===== src/hw/rtl/lbr_pkg.sv =====
// ---------------------------------------------------------------------------
// lbr_pkg
// Shared constants and types for the bounded random generator: generator
// constants, operand widths, sequencer states and the divider request.
// ---------------------------------------------------------------------------
package lbr_pkg;

   localparam int STATE_W  = 48;               // generator state
   localparam int DRAW_W   = 31;               // bits per draw and bound/value width
   localparam int SLICE_W  = 16;               // multiplier a operand
   localparam int MULB_W   = 35;               // multiplier b operand
   localparam int PROD_W   = SLICE_W + MULB_W;
   localparam int ACC_W    = 64;
   localparam int K_W      = 2;
   localparam int CNT_W    = $clog2(DRAW_W);
   localparam int CHK_W    = DRAW_W + 1;

   localparam logic [MULB_W-1:0] LCG_MULT = 35'h5DEECE66D;
   localparam logic [3:0]        LCG_ADD  = 4'hB;

   // last slice index of each multiply pass
   localparam logic [K_W-1:0] LCG_LAST_K   = 2'd2;
   localparam logic [K_W-1:0] SCALE_LAST_K = 2'd1;

   localparam logic CMD_DRAW   = 1'b0;
   localparam logic CMD_RELOAD = 1'b1;

   typedef enum logic [4:0] {
      ST_IDLE = 5'b00001,
      ST_MUL  = 5'b00010,
      ST_ACC  = 5'b00100,
      ST_DIV  = 5'b01000,
      ST_FIN  = 5'b10000
   } seq_state_type;

   typedef struct packed {
      logic              start;
      logic [DRAW_W-1:0] dividend;
      logic [DRAW_W-1:0] divisor;
   } div_req_type;

endpackage


===== src/hw/rtl/lcg48_bounded_random.sv =====
// ---------------------------------------------------------------------------
// lcg48_bounded_random
// Bounded random integers from a 48-bit linear congruential generator,
// stepped on a shared slice multiplier, reduced by a shared remainder unit.
// ---------------------------------------------------------------------------
//   channel   dir   handshake              payload
//   req       in    req_valid/req_stall    req_command, req_bound
//   rsp       out   rsp_valid/rsp_stall    rsp_value
//   csr       in    csr_wr_en              csr_wr_data (seed)
//
// reload and zero bound: final step, then idle.
// power-of-two bound: the generator step on the 16-bit slice multiplier,
// then the scaling multiply, then the final step.
// other bounds: the generator step, then the one-bit-per-cycle remainder
// unit, then the final step; each rejected draw repeats the generator step
// and the remainder unit. req_stall is high from accept until the result beat
// is registered, so a stalled result beat holds the block in its final step.
// synchronous reset puts the state at seed zero scrambled.
// ---------------------------------------------------------------------------
module lcg48_bounded_random import lbr_pkg::*; (
   input  logic               clock,
   input  logic               reset,
   input  logic               req_valid,
   output logic               req_stall,
   input  logic               req_command,
   input  logic [DRAW_W-1:0]  req_bound,
   output logic               rsp_valid,
   input  logic               rsp_stall,
   output logic [DRAW_W-1:0]  rsp_value,
   input  logic               csr_wr_en,
   input  logic [STATE_W-1:0] csr_wr_data
);

   seq_state_type      seq_ff, seq_in;
   logic [STATE_W-1:0] lcg_ff, lcg_in;
   logic [STATE_W-1:0] seed_ff, seed_in;
   logic [DRAW_W-1:0]  bound_ff, bound_in;
   logic [DRAW_W-1:0]  bits_ff, bits_in;
   logic [ACC_W-1:0]   acc_ff, acc_in;
   logic [K_W-1:0]     k_ff, k_in;
   logic               scale_ff, scale_in;
   logic               pow2_ff, pow2_in;
   logic [DRAW_W-1:0]  res_ff, res_in;
   logic               rsp_valid_ff, rsp_valid_in;
   logic [DRAW_W-1:0]  rsp_value_ff, rsp_value_in;

   logic [SLICE_W-1:0] mul_a;
   logic [MULB_W-1:0]  mul_b;
   logic [PROD_W-1:0]  mul_prod;
   logic [ACC_W-1:0]   acc_sum;
   logic               last_k;
   div_req_type        div_req;
   logic               div_done;
   logic [DRAW_W-1:0]  div_rem;
   logic [CHK_W-1:0]   chk;
   logic               rsp_load;

   lbr_mul u_mul (
      .clock    (clock),
      .mul_a    (mul_a),
      .mul_b    (mul_b),
      .mul_prod (mul_prod)
   );

   lbr_div u_div (
      .clock    (clock),
      .reset    (reset),
      .div_req  (div_req),
      .div_done (div_done),
      .div_rem  (div_rem)
   );

   // operand slices for the current multiply pass
   always_comb begin
      mul_a = '0;
      if (scale_ff) begin
         case (k_ff)
            2'd0:    mul_a = bits_ff[15:0];
            2'd1:    mul_a = SLICE_W'(bits_ff[30:16]);
            default: mul_a = '0;
         endcase
      end else begin
         case (k_ff)
            2'd0:    mul_a = lcg_ff[15:0];
            2'd1:    mul_a = lcg_ff[31:16];
            2'd2:    mul_a = lcg_ff[47:32];
            default: mul_a = '0;
         endcase
      end
      mul_b = scale_ff ? MULB_W'(bound_ff) : LCG_MULT;
   end

   assign acc_sum   = acc_ff + (ACC_W'(mul_prod) << (6'(k_ff) * 6'(SLICE_W)));
   assign last_k    = scale_ff ? (k_ff == SCALE_LAST_K) : (k_ff == LCG_LAST_K);
   assign chk       = CHK_W'(bits_ff) - CHK_W'(div_rem) + CHK_W'(bound_ff) - CHK_W'(1);
   assign req_stall = (seq_ff != ST_IDLE);
   assign rsp_load  = (seq_ff == ST_FIN) && (!rsp_valid_ff || !rsp_stall);
   assign seed_in   = csr_wr_en ? csr_wr_data : seed_ff;

   always_comb begin
      seq_in           = seq_ff;
      lcg_in           = lcg_ff;
      bound_in         = bound_ff;
      bits_in          = bits_ff;
      acc_in           = acc_ff;
      k_in             = k_ff;
      scale_in         = scale_ff;
      pow2_in          = pow2_ff;
      res_in           = res_ff;
      div_req.start    = 1'b0;
      div_req.dividend = acc_sum[47:17];
      div_req.divisor  = bound_ff;
      unique case (seq_ff)
         ST_IDLE: begin
            if (req_valid) begin
               bound_in = req_bound;
               res_in   = '0;
               if (req_command == CMD_RELOAD) begin
                  lcg_in = seed_ff ^ STATE_W'(LCG_MULT);
                  seq_in = ST_FIN;
               end else if (req_bound == '0) begin
                  seq_in = ST_FIN;
               end else begin
                  pow2_in  = ((req_bound & (req_bound - 1'b1)) == '0);
                  scale_in = 1'b0;
                  acc_in   = ACC_W'(LCG_ADD);
                  k_in     = '0;
                  seq_in   = ST_MUL;
               end
            end
         end
         ST_MUL: begin
            seq_in = ST_ACC;
         end
         ST_ACC: begin
            acc_in = acc_sum;
            if (!last_k) begin
               k_in   = k_ff + 1'b1;
               seq_in = ST_MUL;
            end else if (scale_ff) begin
               res_in = acc_sum[61:31];
               seq_in = ST_FIN;
            end else begin
               lcg_in  = acc_sum[STATE_W-1:0];
               bits_in = acc_sum[47:17];
               if (pow2_ff) begin
                  scale_in = 1'b1;
                  acc_in   = '0;
                  k_in     = '0;
                  seq_in   = ST_MUL;
               end else begin
                  div_req.start = 1'b1;
                  seq_in        = ST_DIV;
               end
            end
         end
         ST_DIV: begin
            if (div_done) begin
               if (!chk[DRAW_W]) begin
                  res_in = div_rem;
                  seq_in = ST_FIN;
               end else begin
                  // rejected draw: step the generator again
                  acc_in   = ACC_W'(LCG_ADD);
                  k_in     = '0;
                  scale_in = 1'b0;
                  seq_in   = ST_MUL;
               end
            end
         end
         ST_FIN: begin
            if (rsp_load) begin
               seq_in = ST_IDLE;
            end
         end
         default: seq_in = ST_IDLE;
      endcase
   end

   always_comb begin
      rsp_valid_in = rsp_valid_ff;
      rsp_value_in = rsp_value_ff;
      if (rsp_load) begin
         rsp_valid_in = 1'b1;
         rsp_value_in = res_ff;
      end else if (rsp_valid_ff && !rsp_stall) begin
         rsp_valid_in = 1'b0;
      end
   end

   always_ff @(posedge clock) begin
      if (reset) begin
         seq_ff       <= ST_IDLE;
         lcg_ff       <= STATE_W'(LCG_MULT);
         seed_ff      <= '0;
         rsp_valid_ff <= 1'b0;
      end else begin
         seq_ff       <= seq_in;
         lcg_ff       <= lcg_in;
         seed_ff      <= seed_in;
         rsp_valid_ff <= rsp_valid_in;
      end
   end

   always_ff @(posedge clock) begin
      bound_ff     <= bound_in;
      bits_ff      <= bits_in;
      acc_ff       <= acc_in;
      k_ff         <= k_in;
      scale_ff     <= scale_in;
      pow2_ff      <= pow2_in;
      res_ff       <= res_in;
      rsp_value_ff <= rsp_value_in;
   end

   assign rsp_valid = rsp_valid_ff;
   assign rsp_value = rsp_value_ff;

`ifndef SYNTHESIS
   a_busy_after_accept: assert property (@(posedge clock) disable iff (reset)
      req_valid && !req_stall |=> req_stall)
      else $error("block not busy after accepted beat");

   a_div_done_in_div: assert property (@(posedge clock) disable iff (reset)
      div_done |-> seq_ff == ST_DIV)
      else $error("remainder done outside divide step");

   a_fin_loads_rsp: assert property (@(posedge clock) disable iff (reset)
      seq_ff == ST_FIN && !rsp_valid_ff |=> rsp_valid_ff && seq_ff == ST_IDLE)
      else $error("finished result not moved to output register");
`endif

endmodule


===== src/hw/rtl/lbr_mul.sv =====
// ---------------------------------------------------------------------------
// lbr_mul
// Shared 16 x 35 bit multiplier with a registered product, used slice by
// slice for the generator step and for power-of-two scaling.
// ---------------------------------------------------------------------------
module lbr_mul import lbr_pkg::*; (
   input  logic               clock,
   input  logic [SLICE_W-1:0] mul_a,
   input  logic [MULB_W-1:0]  mul_b,
   output logic [PROD_W-1:0]  mul_prod
);

   logic [PROD_W-1:0] prod_ff;
   logic [PROD_W-1:0] prod_in;

   assign prod_in = PROD_W'(mul_a) * PROD_W'(mul_b);

   always_ff @(posedge clock) begin
      prod_ff <= prod_in;
   end

   assign mul_prod = prod_ff;

endmodule


===== src/hw/rtl/lbr_div.sv =====
// ---------------------------------------------------------------------------
// lbr_div
// Radix-2 restoring remainder unit: one quotient bit per cycle, done
// pulses with the remainder valid.
// ---------------------------------------------------------------------------
module lbr_div import lbr_pkg::*; (
   input  logic              clock,
   input  logic              reset,
   input  div_req_type       div_req,
   output logic              div_done,
   output logic [DRAW_W-1:0] div_rem
);

   logic              busy_ff, busy_in;
   logic              done_ff, done_in;
   logic [CNT_W-1:0]  cnt_ff, cnt_in;
   logic [DRAW_W-1:0] rem_ff, rem_in;
   logic [DRAW_W-1:0] dvd_ff, dvd_in;
   logic [DRAW_W-1:0] dsr_ff, dsr_in;
   logic [CHK_W-1:0]  trial;
   logic [DRAW_W-1:0] rem_step;

   always_comb begin
      trial = {rem_ff, dvd_ff[DRAW_W-1]};
      if (trial >= {1'b0, dsr_ff}) begin
         rem_step = DRAW_W'(trial - {1'b0, dsr_ff});
      end else begin
         rem_step = trial[DRAW_W-1:0];
      end
   end

   always_comb begin
      busy_in = busy_ff;
      done_in = 1'b0;
      cnt_in  = cnt_ff;
      rem_in  = rem_ff;
      dvd_in  = dvd_ff;
      dsr_in  = dsr_ff;
      if (div_req.start) begin
         busy_in = 1'b1;
         cnt_in  = '0;
         rem_in  = '0;
         dvd_in  = div_req.dividend;
         dsr_in  = div_req.divisor;
      end else if (busy_ff) begin
         rem_in = rem_step;
         dvd_in = {dvd_ff[DRAW_W-2:0], 1'b0};
         cnt_in = cnt_ff + 1'b1;
         if (cnt_ff == CNT_W'(DRAW_W - 1)) begin
            busy_in = 1'b0;
            done_in = 1'b1;
         end
      end
   end

   always_ff @(posedge clock) begin
      if (reset) begin
         busy_ff <= 1'b0;
         done_ff <= 1'b0;
         cnt_ff  <= '0;
      end else begin
         busy_ff <= busy_in;
         done_ff <= done_in;
         cnt_ff  <= cnt_in;
      end
   end

   always_ff @(posedge clock) begin
      rem_ff <= rem_in;
      dvd_ff <= dvd_in;
      dsr_ff <= dsr_in;
   end

   assign div_done = done_ff;
   assign div_rem  = rem_ff;

endmodule

===== config.mk =====
export PLATFORM = sky130hd
export DESIGN_NAME = lcg48_bounded_random
export DESIGN_NICKNAME = d
export VERILOG_FILES = /design/src/hw/rtl/lbr_pkg.sv /design/src/hw/rtl/lcg48_bounded_random.sv /design/src/hw/rtl/lbr_mul.sv /design/src/hw/rtl/lbr_div.sv
export SDC_FILE = /design/constraint.sdc
export NUM_CORES = 2
export LEC_CHECK = 0
export ABC_AREA = 1
export BUFFER_PORTS_ARGS = -buffer_cell sky130_fd_sc_hd__buf_2
export CAP_MARGIN = 20
export CORE_UTILIZATION = 65
export CTS_BUF_LIST = sky130_fd_sc_hd__clkbuf_16
export CTS_CLUSTER_SIZE = 12
export DETAILED_ROUTE_END_ITERATION = 8
export PLACE_DENSITY = 0.84
export SLEW_MARGIN = 10
export SYNTH_ARGS = -nofsm -noshare
export SYNTH_HDL_FRONTEND = slang
export SYNTH_SLANG_ARGS = --single-unit

===== constraint.sdc =====
create_clock -name clock -period 8.45 [get_ports clock]
set_input_delay 1.69 -clock clock [delete_from_list [all_inputs] [get_ports clock]]
set_output_delay 1.69 -clock clock [all_outputs]
set_load 0.005 [all_outputs]

==> summary.txt <==
Critical path
  – Setup Crit Path Kind: flop to flop
  – CP Data Required Time: around 9 ns
  – Critical Path Start Type: flop
  – Worst Setup End Kind: flop
  – CP max FO: 9
  – Slowest-stage cell, CP: fa_1
  – CP arrival: 8.78 ns
  – CP peak stage delay: 0.61 ns

Route
  – Via density: 6.08
  – Drt drc: 20
  – 1st-iter DRT viols: just under 6k
  – Top routing layer used: met5
  – First-pass DRT Iterations: 9
  – Wire length on met3: 21400 um
  – WL/cell: 23.9 um
  – M1 wire length: 56900 um
  – Met2 routed WL: 68800 um
  – Final ANT Viol Nets: 0
  – Routed via count: 40.8k
  – Final WL: 160000 um

Yosys
  – Synth Area in XOR/XNOR: 0.0150
  – Synth cell types: 58
  – Post-Synth Simple-Gate Area: 0.222
  – Post-Syn Area per Cell: 7.65 um^2
  – Synth top area share: 0.218
  – Combinational family with the most area after synthesis: adder cells
  – Syn nets: 6521
  – Area leader, netlist: fa_1
  – Synth Register Bits: roughly 440
  – Yosys warns: 0
  – Synthesized area: ~44000 um^2
  – Adder-cell share of the synthesized area: 0.292
  – Synth Area in Compound Gates: 0.0931
  – Mux cell area share after synthesis: 0.00321
  – Top post-synthesis cells by area: fa_1, edfxtp_1, nand2_1, inv_1, dfxtp_1
  – Sequential-to-total area share from yosys stat: 0.261
  – Syn Inst Count: 5704

CTS
  – Clock Path Buffers: 3
  – Num CTS Buffers: 49
  – Clk slew on worst S/H paths: 0.06 ns
  – H-tree depth: 2
  – Clock root buffer: clkbuf_16
  – CTS tree: built
  – Worst-Skew Late Latency: 0.63 ns
  – CTS sink cnt: between 400 and 500

STA
  – Minimum clock period: 8.30 ns
  – Max_slew headroom: 0.313
  – Max-slew violations: 0
  – Slew @ Worst Pin: 1.03 ns
  – Clock Skews: 0.0457 ns
  – RSZ-0062 raised after global routing: no
  – Final hold violations: 0
  – Max frequency: 121 MHz
  – Final setup TNS: 0 ns
  – Final setup fails: 0
  – Period utilisation layout: 0.982

Place
  – Placer Congestion: 1.08
  – Placed cell areas: between 40000 and 50000 um^2
  – DP Cell Count: 6607
  – Post-DP HPWL: 130000 um
  – Buffers on Ports: about 120

Floorplan
  – Starting Density: 0.660
  – Die Area: 68200 um^2
  – Die W: approximately 260 um
  – Core area: 66100 um^2
  – Die Span Y: between 200 and 300 um
  – # IOs: 118
  – Cell Rows: 94

Layout
  – Share of layout cells above drive strength 1: 0.0584
  – Most frequent cells in the layout: nand2_1, inv_1, nor2_1
  – Area Growth Syn to Fin: 7.41%
  – Final instance area: 46900 um^2
  – Commonest non-fill, non-tap cell in the layout: nand2_1
  – Nets: 6612
  – Layout Cells excl Fill: 6704

Global routing
  – Vias in the first global route: about 40k
  – Pin count of the biggest net entering global routing: 96
  – First-pass GRT wire length: approximately 240000 um
  – GRT Total Usage: 0.473
  – Initial antenna violation count: 10
  – Global route overflow: 0

Status
  – Run status: complete, but fails checks
  – Failing checks: design-rule violations

Flow run
  – Max-cap violations: 0

Worst hold path
  – Hold crit path type: flop to flop
[final timing paths]
check	from	endpoint	slack, ns	depth (start not counted)
max	k_ff[1]$_SDFFCE_PN0P_	u_mul.mul_prod[32]$_DFF_P_	0.15	29
min reg2reg	res_ff[15]$_DFFE_PP_	rsp_value[15]$_DFFE_PP_	0.41	0
max reg2reg	k_ff[1]$_SDFFCE_PN0P_	u_mul.mul_prod[32]$_DFF_P_	0.15	29
min	res_ff[15]$_DFFE_PP_	rsp_value[15]$_DFFE_PP_	0.41	0
[layer usage]
layer	up-vias	global-route usage
met1	19200	0.597
met5	-	0
met2	2951	0.708
li1	17900	-
met3	741	0.134
met4	8	0.325
[cells by family after synthesis]
group,after synthesis
xor gates and xnor gates,74
muxes,14
DFF,443
buffers and inverters,1291
adders and majority gates,734
and+or+nand+nor,2396
AOI/OAI and AO/OA,752
[registers in the layout, indices dropped and copies added, names as in the netlist]
signal          cells
res_ff             31
u_div.dvd_ff       31
lcg_ff             48
u_div.div_rem      31
bits_ff            31
scale_ff            1
u_div.cnt_ff        5
pow2_ff             1
u_div.busy_ff       1
rsp_value          31
rsp_valid           1
bound_ff           31
seq_ff              5
seed_ff            48
u_div.dsr_ff       31
u_div.div_done      1
u_mul.mul_prod     51
acc_ff             62
k_ff                2
[repair_timing]
item | CTS | global route
buffers inserted | 0 | 0
hold buffers | 0 | 0
setup endpoints to repair | 0 | 2
gates resized for setup | 0 | 3
[cell usage after synthesis (all sizes together)]
cell type and n:
a21boi 4, a21o 16, a21oi 309, a221o 1, a22oi 12, a31o 2
a31oi 11, a32oi 1, and2 14, and3 2, buf 55, clkbuf 99
clkinv 16, dfxtp 191, edfxtp 252, fa 476, ha 256, inv 1121
maj3 2, mux2i 14, nand2 1337, nand3 201, nand3b 15, nand4 44
nor2 717, nor3 38, nor3b 1, nor4 14, o2111ai 3, o211a 1
o211ai 23, o21a 7, o21ai 332, o21bai 14, o221ai 1, o22ai 11
o31ai 3, o32ai 1, or2 13, xnor2 31, xor2 43
[critical path, delay by kind of cell, from the launching register on]
| family | cells | cell delay, ns |
|---|---|---|
| flops | 1 | 0.43 |
| buf+inv | 8 | 1.25 |
| fa+ha+maj | 8 | 3.95 |
| simple gates | 10 | 1.80 |
| xor+xnor | 1 | 0.26 |
| compound gates | 2 | 0.48 |
[metrics by stage]
stage,hold WS (ns),setup slack [ns],utilization
finish,0.405,0.154,0.709
CTS,0.401,0.309,0.708
global route,0.402,0.0431,0.709
detailed placement,0.405,0.353,0.685
floorplan,0.400,1.24,-
global placement,0.401,0.356,0.685
[cell type report]
| cell class | count | area, um^2 |
|---|---|---|
| Multi-Input combinational cell | 3970 | 27300 |
| Inverter | 1137 | 4270 |
| Fill cell | 5281 | 19200 |
| Clock buffer | 53 | 1330 |
| Antenna cell | 5 | 12.5 |
| Clock inverter | 38 | 204 |
| Sequential cell | 443 | 11400 |
| Tap cell | 864 | 1080 |
| Timing Repair Buffer | 194 | 1230 |
Power is not shown: default switching activity piles up to over one toggle a cycle in this logic, so the estimate is an artifact.
